File: src/rtl/atrp_pkg.sv
// Shared types, codes and helpers for the AT reply parser.
package atrp_pkg;

    localparam logic [7:0] CHAR_CR = 8'h0D;
    localparam logic [7:0] CHAR_LF = 8'h0A;

    typedef enum logic [1:0] {
        OP_TICK = 2'd0,
        OP_CMD  = 2'd1,
        OP_DATA = 2'd2,
        OP_LINK = 2'd3
    } op_t;

    typedef enum logic [1:0] {
        MODE_UNSET = 2'd0,
        MODE_CMD   = 2'd1,
        MODE_PASS  = 2'd2
    } mode_t;

    typedef enum logic [4:0] {
        KIND_NONE    = 5'd0,
        KIND_OK      = 5'd1,
        KIND_ERROR   = 5'd2,
        KIND_ADCN    = 5'd3,
        KIND_ADDR    = 5'd4,
        KIND_FAIL    = 5'd5,
        KIND_BIND    = 5'd6,
        KIND_CLASS   = 5'd7,
        KIND_CMODE   = 5'd8,
        KIND_DISC    = 5'd9,
        KIND_INQ     = 5'd10,
        KIND_INQM    = 5'd11,
        KIND_IAC     = 5'd12,
        KIND_IPSCAN  = 5'd13,
        KIND_MPIO    = 5'd14,
        KIND_MRAD    = 5'd15,
        KIND_NAME    = 5'd16,
        KIND_POLAR   = 5'd17,
        KIND_PSWD    = 5'd18,
        KIND_ROLE    = 5'd19,
        KIND_RNAME   = 5'd20,
        KIND_SENM    = 5'd21,
        KIND_SNIFF   = 5'd22,
        KIND_STATE   = 5'd23,
        KIND_UART    = 5'd24,
        KIND_VERSION = 5'd25
    } kind_t;

    // Recognizer positions; most names spell the characters matched so far.
    typedef enum logic [7:0] {
        POS_IDLE    = 8'd0,
        POS_PLUS    = 8'd1,
        POS_O       = 8'd10,
        POS_OK      = 8'd11,
        POS_E       = 8'd20,
        POS_ERR_D1  = 8'd21,
        POS_ERR_D2  = 8'd22,
        POS_A       = 8'd25,
        POS_AD      = 8'd26,
        POS_ADC     = 8'd27,
        POS_ADCN    = 8'd28,
        POS_ADD     = 8'd29,
        POS_F       = 8'd30,
        POS_B       = 8'd35,
        POS_C       = 8'd40,
        POS_CL      = 8'd42,
        POS_CM      = 8'd43,
        POS_CMODE   = 8'd44,
        POS_D       = 8'd45,
        POS_I       = 8'd50,
        POS_IN      = 8'd51,
        POS_INQ     = 8'd52,
        POS_INQM    = 8'd53,
        POS_IA      = 8'd57,
        POS_IP      = 8'd58,
        POS_M       = 8'd60,
        POS_MP      = 8'd61,
        POS_MR      = 8'd62,
        POS_N       = 8'd65,
        POS_P       = 8'd70,
        POS_PO      = 8'd71,
        POS_PS      = 8'd72,
        POS_R       = 8'd75,
        POS_RO      = 8'd76,
        POS_ROLE    = 8'd77,
        POS_RN      = 8'd78,
        POS_S       = 8'd80,
        POS_SE      = 8'd81,
        POS_SN      = 8'd82,
        POS_ST      = 8'd83,
        POS_U       = 8'd90,
        POS_V       = 8'd95,
        POS_COLLECT = 8'd200,
        POS_LF_WAIT = 8'd210,
        POS_TAIL    = 8'd230
    } pos_t;

    typedef struct packed {
        pos_t       pos;
        kind_t      kind;
        logic [7:0] err;
        logic       master;
    } parse_state_t;

    typedef struct packed {
        logic       payload_valid;
        logic [7:0] payload_byte;
        logic       done;
        kind_t      done_kind;
        logic       ack;
        logic       link_check;
        logic       fail_seen;
    } parse_event_t;

    // Hex digit value; a byte that is not an upper-case hex digit stands for itself.
    function automatic logic [7:0] hex_nibble(input logic [7:0] c);
        logic [7:0] v;
        v = c;
        if (c >= "A" && c <= "F")
        begin
            v = c - 8'd55;
        end
        else if (c >= "0" && c <= "9")
        begin
            v = c - 8'd48;
        end
        return v;
    endfunction

endpackage

File: src/rtl/atrp_recognizer.sv
// Byte-wise reply recognizer: next parser state and events for one command-mode byte.
module atrp_recognizer (
    input  atrp_pkg::parse_state_t cur,
    input  logic [7:0]             c,
    output atrp_pkg::parse_state_t nxt,
    output atrp_pkg::parse_event_t ev
);
    import atrp_pkg::*;

    logic  col_en;
    kind_t col_kind;

    always_comb
    begin
        nxt      = cur;
        ev       = '0;
        col_en   = 1'b0;
        col_kind = KIND_NONE;

        case (cur.pos)
            POS_IDLE:
            begin
                if (c == "+")      nxt.pos = POS_PLUS;
                else if (c == "O") nxt.pos = POS_O;
                else if (c == "E") nxt.pos = POS_E;
                else if (c == "F") nxt.pos = POS_F;
            end
            POS_PLUS:
            begin
                case (c)
                    "A":     nxt.pos = POS_A;
                    "B":     nxt.pos = POS_B;
                    "C":     nxt.pos = POS_C;
                    "D":     nxt.pos = POS_D;
                    "I":     nxt.pos = POS_I;
                    "M":     nxt.pos = POS_M;
                    "N":     nxt.pos = POS_N;
                    "P":     nxt.pos = POS_P;
                    "R":     nxt.pos = POS_R;
                    "S":     nxt.pos = POS_S;
                    "U":     nxt.pos = POS_U;
                    "V":     nxt.pos = POS_V;
                    default: nxt.pos = POS_IDLE;
                endcase
            end
            POS_O:   nxt.pos = (c == "K") ? POS_OK : POS_IDLE;
            POS_OK:
            begin
                if (c == CHAR_CR)
                begin
                    nxt.pos  = POS_LF_WAIT;
                    nxt.kind = KIND_OK;
                end
                else
                begin
                    nxt.pos = POS_IDLE;
                end
            end
            POS_E:
            begin
                if (c == "(") nxt.pos = POS_ERR_D1;
            end
            POS_ERR_D1:
            begin
                nxt.err          = hex_nibble(c);
                ev.payload_valid = 1'b1;
                ev.payload_byte  = c;
                nxt.pos          = POS_ERR_D2;
            end
            POS_ERR_D2:
            begin
                if (c != ")")
                begin
                    nxt.err          = {cur.err[3:0], 4'h0} | hex_nibble(c);
                    ev.payload_valid = 1'b1;
                    ev.payload_byte  = c;
                end
                nxt.kind = KIND_ERROR;
                nxt.pos  = POS_TAIL;
            end
            POS_A:   nxt.pos = (c == "D") ? POS_AD : POS_IDLE;
            POS_AD:
            begin
                if (c == "C")      nxt.pos = POS_ADC;
                else if (c == "D") nxt.pos = POS_ADD;
                else               nxt.pos = POS_IDLE;
            end
            POS_ADC:
            begin
                if (c == ":") nxt.pos = POS_ADCN;
            end
            POS_ADCN:
            begin
                ev.payload_valid = 1'b1;
                ev.payload_byte  = c;
                nxt.kind         = KIND_ADCN;
                nxt.pos          = POS_TAIL;
            end
            POS_ADD:
            begin
                col_en   = 1'b1;
                col_kind = KIND_ADDR;
            end
            POS_F:
            begin
                // The byte right after F is swallowed; payload follows until CR.
                nxt.kind     = KIND_FAIL;
                nxt.pos      = POS_COLLECT;
                ev.fail_seen = 1'b1;
            end
            POS_B:
            begin
                col_en   = 1'b1;
                col_kind = KIND_BIND;
            end
            POS_C:
            begin
                if (c == "L")      nxt.pos = POS_CL;
                else if (c == "M") nxt.pos = POS_CM;
                else               nxt.pos = POS_IDLE;
            end
            POS_CL:
            begin
                col_en   = 1'b1;
                col_kind = KIND_CLASS;
            end
            POS_CM:
            begin
                if (c == ":") nxt.pos = POS_CMODE;
            end
            POS_CMODE:
            begin
                ev.payload_valid = 1'b1;
                ev.payload_byte  = c;
                nxt.kind         = KIND_CMODE;
                nxt.pos          = POS_TAIL;
            end
            POS_D:
            begin
                col_en   = 1'b1;
                col_kind = KIND_DISC;
            end
            POS_I:
            begin
                if (c == "N")      nxt.pos = POS_IN;
                else if (c == "A") nxt.pos = POS_IA;
                else if (c == "P") nxt.pos = POS_IP;
                else               nxt.pos = POS_IDLE;
            end
            POS_IN:  nxt.pos = (c == "Q") ? POS_INQ : POS_IDLE;
            POS_INQ:
            begin
                if (c == ":")
                begin
                    nxt.kind = KIND_INQ;
                    nxt.pos  = POS_COLLECT;
                end
                else if (c == "M")
                begin
                    nxt.pos = POS_INQM;
                end
                else
                begin
                    nxt.pos = POS_IDLE;
                end
            end
            POS_INQM:
            begin
                col_en   = 1'b1;
                col_kind = KIND_INQM;
            end
            POS_IA:
            begin
                col_en   = 1'b1;
                col_kind = KIND_IAC;
            end
            POS_IP:
            begin
                col_en   = 1'b1;
                col_kind = KIND_IPSCAN;
            end
            POS_M:
            begin
                if (c == "P")      nxt.pos = POS_MP;
                else if (c == "R") nxt.pos = POS_MR;
                else               nxt.pos = POS_IDLE;
            end
            POS_MP:
            begin
                col_en   = 1'b1;
                col_kind = KIND_MPIO;
            end
            POS_MR:
            begin
                col_en   = 1'b1;
                col_kind = KIND_MRAD;
            end
            POS_N:
            begin
                col_en   = 1'b1;
                col_kind = KIND_NAME;
            end
            POS_P:
            begin
                if (c == "O")      nxt.pos = POS_PO;
                else if (c == "S") nxt.pos = POS_PS;
                else               nxt.pos = POS_IDLE;
            end
            POS_PO:
            begin
                col_en   = 1'b1;
                col_kind = KIND_POLAR;
            end
            POS_PS:
            begin
                col_en   = 1'b1;
                col_kind = KIND_PSWD;
            end
            POS_R:
            begin
                if (c == "O")      nxt.pos = POS_RO;
                else if (c == "N") nxt.pos = POS_RN;
                else               nxt.pos = POS_IDLE;
            end
            POS_RO:
            begin
                if (c == ":") nxt.pos = POS_ROLE;
            end
            POS_ROLE:
            begin
                ev.payload_valid = 1'b1;
                ev.payload_byte  = c;
                nxt.master       = (c == "1");
                nxt.kind         = KIND_ROLE;
                nxt.pos          = POS_TAIL;
            end
            POS_RN:
            begin
                col_en   = 1'b1;
                col_kind = KIND_RNAME;
            end
            POS_S:
            begin
                if (c == "E")      nxt.pos = POS_SE;
                else if (c == "N") nxt.pos = POS_SN;
                else if (c == "T") nxt.pos = POS_ST;
                else               nxt.pos = POS_IDLE;
            end
            POS_SE:
            begin
                col_en   = 1'b1;
                col_kind = KIND_SENM;
            end
            POS_SN:
            begin
                col_en   = 1'b1;
                col_kind = KIND_SNIFF;
            end
            POS_ST:
            begin
                col_en   = 1'b1;
                col_kind = KIND_STATE;
            end
            POS_U:
            begin
                col_en   = 1'b1;
                col_kind = KIND_UART;
            end
            POS_V:
            begin
                col_en   = 1'b1;
                col_kind = KIND_VERSION;
            end
            POS_COLLECT:
            begin
                if (c == CHAR_CR)
                begin
                    nxt.pos = POS_LF_WAIT;
                end
                else
                begin
                    ev.payload_valid = 1'b1;
                    ev.payload_byte  = c;
                end
            end
            POS_LF_WAIT:
            begin
                if (c == CHAR_LF)
                begin
                    ev.done       = 1'b1;
                    ev.done_kind  = cur.kind;
                    ev.link_check = 1'b1;
                    ev.ack        = (cur.kind == KIND_OK);
                end
                nxt.pos = POS_IDLE;
            end
            POS_TAIL:
            begin
                if (c == CHAR_LF)
                begin
                    ev.done      = 1'b1;
                    ev.done_kind = cur.kind;
                    ev.ack       = (cur.kind == KIND_OK) || (cur.kind == KIND_ERROR);
                    nxt.pos      = POS_IDLE;
                end
            end
            default: nxt.pos = POS_IDLE;
        endcase

        // A keyword followed by a colon starts payload collection.
        if (col_en && c == ":")
        begin
            nxt.kind = col_kind;
            nxt.pos  = POS_COLLECT;
        end
    end

endmodule

File: src/rtl/at_response_parser.sv
// Top level of the AT reply parser: mode control, status-line edge and result register.
//
// Usage: the input channel (in_valid/in_ready) carries one item per transfer: op selects a
// serial tick, enter command mode, enter data mode or a link attempt mark; on a tick
// state_line is the module status level and byte_valid/rx_byte an optional received byte.
// A falling edge of the status line between two ticks forces command mode. In command
// mode each byte steps the reply recognizer; payload characters appear on payload_valid,
// and the closing line feed pulses response_done with response_kind (ack_seen as well for
// OK and ERROR). An OK line that ends while a link attempt is pending enters data mode,
// where every received byte is passed out on data_valid/data_byte.
// The output channel (out_valid/out_ready) carries exactly one result per input item,
// including error_code, master_role, link_mode and key_line as updated by that item.
// Registered result: an item accepted at one edge has its result in the output register
// after that edge. Throughput is one item per cycle, set by the single state update of
// the recognizer between the input port and the result register.
// If the receiver stalls, the result holds and in_ready stays low until it is taken; a
// new item is accepted in the same cycle that the waiting result is taken.
// Reset clears the parser to idle, the mode to undefined, the key line low, and empties
// the result register.
module at_response_parser (
    input  logic       clk,
    input  logic       rst_n,
    input  logic       in_valid,
    output logic       in_ready,
    input  logic [1:0] op,
    input  logic       state_line,
    input  logic       byte_valid,
    input  logic [7:0] rx_byte,
    output logic       out_valid,
    input  logic       out_ready,
    output logic       data_valid,
    output logic [7:0] data_byte,
    output logic       payload_valid,
    output logic [7:0] payload_byte,
    output logic       response_done,
    output logic [4:0] response_kind,
    output logic [7:0] error_code,
    output logic       ack_seen,
    output logic       master_role,
    output logic [1:0] link_mode,
    output logic       key_line
);
    import atrp_pkg::*;

    // Architectural state.
    parse_state_t st_reg, st_next;
    mode_t        mode_reg, mode_next;
    logic         line_prev_reg, line_prev_next;
    logic         link_pending_reg, link_pending_next;
    logic         key_reg, key_next;

    // Result register.
    logic       out_valid_reg;
    logic       dv_reg, dv_next;
    logic [7:0] db_reg, db_next;
    logic       pv_reg, pv_next;
    logic [7:0] pb_reg, pb_next;
    logic       done_reg, done_next;
    kind_t      kind_reg, kind_next;
    logic       ack_reg, ack_next;

    parse_state_t rec_state;
    parse_event_t rec_ev;
    logic         accept;

    atrp_recognizer u_recognizer (
        .cur (st_reg),
        .nxt (rec_state),
        .c   (rx_byte),
        .ev  (rec_ev)
    );

    assign in_ready = !out_valid_reg || out_ready;
    assign accept   = in_valid && in_ready;

    always_comb
    begin
        st_next           = st_reg;
        mode_next         = mode_reg;
        key_next          = key_reg;
        line_prev_next    = line_prev_reg;
        link_pending_next = link_pending_reg;
        dv_next   = 1'b0;
        db_next   = 8'h00;
        pv_next   = 1'b0;
        pb_next   = 8'h00;
        done_next = 1'b0;
        kind_next = KIND_NONE;
        ack_next  = 1'b0;

        case (op_t'(op))
            OP_CMD:
            begin
                mode_next = MODE_CMD;
                key_next  = 1'b1;
            end
            OP_DATA:
            begin
                mode_next = MODE_PASS;
                key_next  = 1'b0;
            end
            OP_LINK:
            begin
                link_pending_next = 1'b1;
            end
            OP_TICK:
            begin
                // A falling status line means the module dropped into command mode.
                if (line_prev_reg && !state_line)
                begin
                    mode_next = MODE_CMD;
                    key_next  = 1'b1;
                end
                line_prev_next = state_line;
                if (byte_valid)
                begin
                    if (mode_next == MODE_CMD)
                    begin
                        st_next   = rec_state;
                        pv_next   = rec_ev.payload_valid;
                        pb_next   = rec_ev.payload_byte;
                        done_next = rec_ev.done;
                        kind_next = rec_ev.done_kind;
                        ack_next  = rec_ev.ack;
                        if (rec_ev.fail_seen)
                        begin
                            link_pending_next = 1'b0;
                        end
                        // A completed OK reply while a link is pending means connected.
                        if (rec_ev.link_check && link_pending_next)
                        begin
                            link_pending_next = 1'b0;
                            if (rec_ev.done_kind == KIND_OK)
                            begin
                                mode_next = MODE_PASS;
                                key_next  = 1'b0;
                            end
                        end
                    end
                    // The line feed that enters data mode is passed out as data too.
                    if (mode_next == MODE_PASS)
                    begin
                        dv_next = 1'b1;
                        db_next = rx_byte;
                    end
                end
            end
            default:
            begin
                mode_next = mode_reg;
            end
        endcase
    end

    always_ff @(posedge clk or negedge rst_n)
    begin
        if (!rst_n)
        begin
            st_reg           <= '{pos: POS_IDLE, kind: KIND_NONE, err: 8'h00, master: 1'b0};
            mode_reg         <= MODE_UNSET;
            line_prev_reg    <= 1'b0;
            link_pending_reg <= 1'b0;
            key_reg          <= 1'b0;
            out_valid_reg    <= 1'b0;
        end
        else
        begin
            if (accept)
            begin
                st_reg           <= st_next;
                mode_reg         <= mode_next;
                line_prev_reg    <= line_prev_next;
                link_pending_reg <= link_pending_next;
                key_reg          <= key_next;
                out_valid_reg    <= 1'b1;
            end
            else if (out_ready)
            begin
                out_valid_reg <= 1'b0;
            end
        end
    end

    always_ff @(posedge clk)
    begin
        if (accept)
        begin
            dv_reg   <= dv_next;
            db_reg   <= db_next;
            pv_reg   <= pv_next;
            pb_reg   <= pb_next;
            done_reg <= done_next;
            kind_reg <= kind_next;
            ack_reg  <= ack_next;
        end
    end

    assign out_valid     = out_valid_reg;
    assign data_valid    = dv_reg;
    assign data_byte     = db_reg;
    assign payload_valid = pv_reg;
    assign payload_byte  = pb_reg;
    assign response_done = done_reg;
    assign response_kind = kind_reg;
    assign ack_seen      = ack_reg;
    // Status fields reflect the state left by the item whose result is shown.
    assign error_code    = st_reg.err;
    assign master_role   = st_reg.master;
    assign link_mode     = mode_reg;
    assign key_line      = key_reg;

    a_kind_only_on_done: assert property (@(posedge clk) disable iff (!rst_n)
        out_valid_reg && !done_reg |-> kind_reg == KIND_NONE)
        else $error("response_kind set without response_done");

    a_data_only_in_data_mode: assert property (@(posedge clk) disable iff (!rst_n)
        out_valid_reg && dv_reg |-> mode_reg == MODE_PASS && !pv_reg)
        else $error("data byte outside data mode or alongside payload");

    a_key_follows_mode: assert property (@(posedge clk) disable iff (!rst_n)
        (mode_reg != MODE_CMD || key_reg) && (mode_reg != MODE_PASS || !key_reg))
        else $error("key line disagrees with link mode");

    a_ack_needs_done: assert property (@(posedge clk) disable iff (!rst_n)
        out_valid_reg && ack_reg |->
            done_reg && (kind_reg == KIND_OK || kind_reg == KIND_ERROR))
        else $error("ack without completed OK or ERROR reply");

endmodule

File: config.mk
export PLATFORM = sky130hd
export DESIGN_NAME = at_response_parser
export DESIGN_NICKNAME = d
export VERILOG_FILES = /design/src/rtl/atrp_pkg.sv /design/src/rtl/atrp_recognizer.sv /design/src/rtl/at_response_parser.sv
export SDC_FILE = /design/constraint.sdc
export NUM_CORES = 1
export LEC_CHECK = 0
export BUFFER_PORTS_ARGS = -buffer_cell sky130_fd_sc_hd__buf_2
export CAP_MARGIN = 20
export CORE_ASPECT_RATIO = 1.25
export CORE_MARGIN = 1
export CORE_UTILIZATION = 28
export DETAILED_ROUTE_END_ITERATION = 8
export SLEW_MARGIN = 20
export SYNTH_ARGS = -nofsm -noshare
export SYNTH_HDL_FRONTEND = slang
export SYNTH_SLANG_ARGS = --single-unit
File: constraint.sdc
create_clock -name clk -period 3.9 [get_ports clk]
set_input_delay 0 -clock clk [delete_from_list [all_inputs] [get_ports clk]]
set_output_delay 0 -clock clk [all_outputs]
set_load 0.005 [all_outputs]
==> impl_metrics.csv <==
group,metric,value,unit
floorplanning,rows,51,
synthesis,synth_adder_area_share,2.48,%
detailed_routing,drtIter0Drc,523,
timing,rsz0062_at_grt,"no",
worst_setup_path,critPathTopFamily,"compound AO/OA/AOI/OAI gates",
detailed_routing,drtPass1Iterations,6,
finish,syn2layout_area_growth,10.8,%
power,max-vdd-ir-drop,0.151,mV
detailed_routing,via_per_inst,5.76,
grt,track_usage,17.4,%
synthesis,synth_edf_count,25,
cts,clk_latency,0.30,ns
worst_setup_path,critPathMaxFanout,27,
floorplanning,die_area,16700,um^2
floorplanning,dieHeight,144,um
synthesis,synth_xor_area_share,1.35,%
cts,clock_path_buffers,2,
grt,grt_overflow,0,
timing,drv_slew,0,
timing,finalHoldViolations,0,
finish,fill_cells,1665,
synthesis,ys_types,90,
worst_setup_path,arrival,3.27,ns
worst_setup_path,end_kind,"flop",
worst_setup_path,cp_slowest_cell,"dfrtp_1",
grt,grt_max_degree,37,
placement,hpwl,11000,um
synthesis,synth_seq_cells,53,
worst_hold_path,hold_class,"primary input to flop",
finish,largest_reg_flops,13,
cts,cts_max_level,2,
floorplanning,core_region_area,15700,um^2
cts,clock_tree.root_cell,"clkbuf_16",
finish,final_nets,593,
worst_setup_path,worstPathRequired,4.05,ns
grt,antenna_found_initial,0,
grt,grt_pass1_vias,4226,
grt,grt_first_pass_wirelength,22700,um
placement,dp.cells,770,
cts,cts.sinks,53,
worst_setup_path,start_kind,"flop",
finish,layout-drive-gt1-share,16.0,%
detailed_routing,via_count,4498,
timing,skew,0.00730,ns
synthesis,synth_nets,571,
synthesis,netlist_area,4540,um^2
timing,finalCritPeriodShare,80.0,%
power,powerDensity,249,nW/um^2
detailed_routing,ant_nets,0,
finish,seqCellArea,1450,um^2
placement,pre_cts_ws,0.880,ns
run,cap_violations,0,
finish,multi_input_area,2770,um^2
timing,max_slew_margin,23.5,%
timing,fin_ws,0.781,ns
placement,io_buffers,54,
detailed_routing,wl_per_cell,18.9,um
synthesis,yosysTopAreaCellShare,16.5,%
worst_setup_path,critPathBufInv,0,
timing,fmax,0.321,GHz
synthesis,synth.yosys.seq_area_share,32.0,%
cts,path_clk_slew,0.07,ns
timing,setup_viol,0,
synthesis,synth-compound-area-share,22.4,%
timing,tightest_slew,1.13,ns
finish,layout.cells.non_filler,781,
floorplanning,die_width,116,um
cts,cts-buffers-inserted,5,
synthesis,synth_top_family_by_area,"simple AND/OR/NAND/NOR gates",
power,p_leak,1.97,nW
synthesis,syn_inst,546,
floorplanning,ios,55,
cts,holdBufCountCts,3,
cts,cts_repair_resize_count,0,
synthesis,synth-main-ff-cell,"dfrtp_1",
detailed_routing,wirelength,14700,um
finish,diodes,0,
cts,cts_tree,"done",
placement,place.gp.congestion,0.990,
synthesis,synth.mux.area_fraction,2.40,%
worst_setup_path,path_cells,"nand4bb_1, nor4_1, a21boi_0, o2111ai_1, a311o_2, a2111oi_2, a32oi_1",
cts,post_cts_buffers,0,
timing,period_needed,3.12,ns
worst_setup_path,critPathKind,"flop to flop",
timing,tns,0,ns
synthesis,syn_avg_cell_area,8.32,um^2
synthesis,synth.top_cells.by_area,"edfxtp_1 17%, dfrtp_1 15%, nand2_1 4.8%",
detailed_routing,route.detailed.drc,0,
status,status,"finished, final reports clean",
synthesis,synthArstFlopShare,52.8,%
synthesis,synth-simple-area-share,32.4,%
synthesis,synth_warnings,0,
floorplanning,initial_core_util,28.9,%
worst_setup_path,cpPeakStageDelay,0.83,ns
synthesis,yosys.area.top_type,"edfxtp_1",
[where the power goes]
part / total, W / switching [W] / internal, W
combinational: 0.000183 / 0.000117 / 0.0000662
clock: 0.000450 / 0.000210 / 0.000240
sequential: 0.000622 / 0.0000137 / 0.000608
total: 0.00126 / 0.000341 / 0.000915
[cell usage after synthesis (5+ instances only)]
cell and n:
nand2_1 58, nor2_1 47, o21ai_0 38, dfrtp_1 28
nor3_1 27, a21oi_1 25, edfxtp_1 25, nand3_1 23
and2_1 18, inv_1 16, clkbuf_1 15, buf_2 13
buf_4 12, nand2b_1 11, ha_1 9, a211oi_1 8
a22o_1 8, nor2b_1 8, nor4_1 8, and3_1 7
a22oi_1 5, a32oi_1 5, nand4_1 5
[cell type report]
| class | instances | share of cell area, % |
|---|---|---|
| Clock buffer | 6 | 2.56 |
| Clock inverter | 2 | 0.273 |
| Inverter | 17 | 1.27 |
| Multi-Input combinational cell | 429 | 55.1 |
| Sequential cell | 53 | 28.8 |
| Tap cell | 212 | 5.27 |
| Timing Repair Buffer | 62 | 6.71 |
[kinds of logic after synthesis]
logic type      after synthesis
simple gates                260
compound gates              143
buf+inv                      64
flops                        53
mux                          10
fa+ha+maj                     9
xor+xnor                      7
[cell usage in the layout (no fill, tap or decap), types with 4 or more instances in the layout]
cell type	instances
nor2b_1	8
a31oi_1	4
nand4bb_1	4
inv_1	16
ha_1	9
nor4_1	8
dfrtp_1	28
clkbuf_16	5
nor3_1	27
xnor2_1	4
mux2_2	4
a22o_1	8
nand3_1	23
and2_1	18
nand2_1	58
buf_4	5
nor2_1	47
o221ai_1	4
o32ai_1	4
a21oi_1	25
a32oi_1	5
nand4_1	5
a211oi_1	8
nand4b_1	4
a22oi_1	5
o21ai_0	38
buf_2	54
and3_1	7
edfxtp_1	25
nand3b_1	4
nand2b_1	11
[per-layer routing]
metal | wire, um | up-vias | GRT usage [%]
li1 | - | 2085 | -
met1 | 6120 | 2134 | 21.5
met2 | 7140 | 232 | 30.0
met3 | 839 | 47 | 1.68
met4 | 632 | 0 | 8.70
met5 | 0 | - | 0
[stage by stage]
step	area, um^2	power, W	util [%]	hold slack, ns
final	5030	0.00126	32.1	0.00144
after global routing	5030	0.00130	32.1	0.0109
after CTS	5030	0.00126	32.1	0.00164
after detailed placement	4860	0.000809	31.0	0.0994
after global placement	4860	0.000806	31.0	0.0853
after floorplan	4540	0.000739	-	-0.296
[path summary, 6_finish.rpt]
check | start | endpoint | slack (ns) | cells after the start
setup / recovery | st_reg[14] | st_reg[17] | 0.78 | 7
hold / removal | op[0] | link_mode[1] | 0.001 | 2
setup reg to reg | st_reg[14] | st_reg[17] | 0.78 | 7
hold reg to reg | error_code[7] | error_code[7] | 0.48 | 2
max in group asynchronous | rst_n | error_code[5] | 3.12 | 2
min in group asynchronous | rst_n | out_valid | 0.29 | 2
Power figures use the tool's default switching activity.
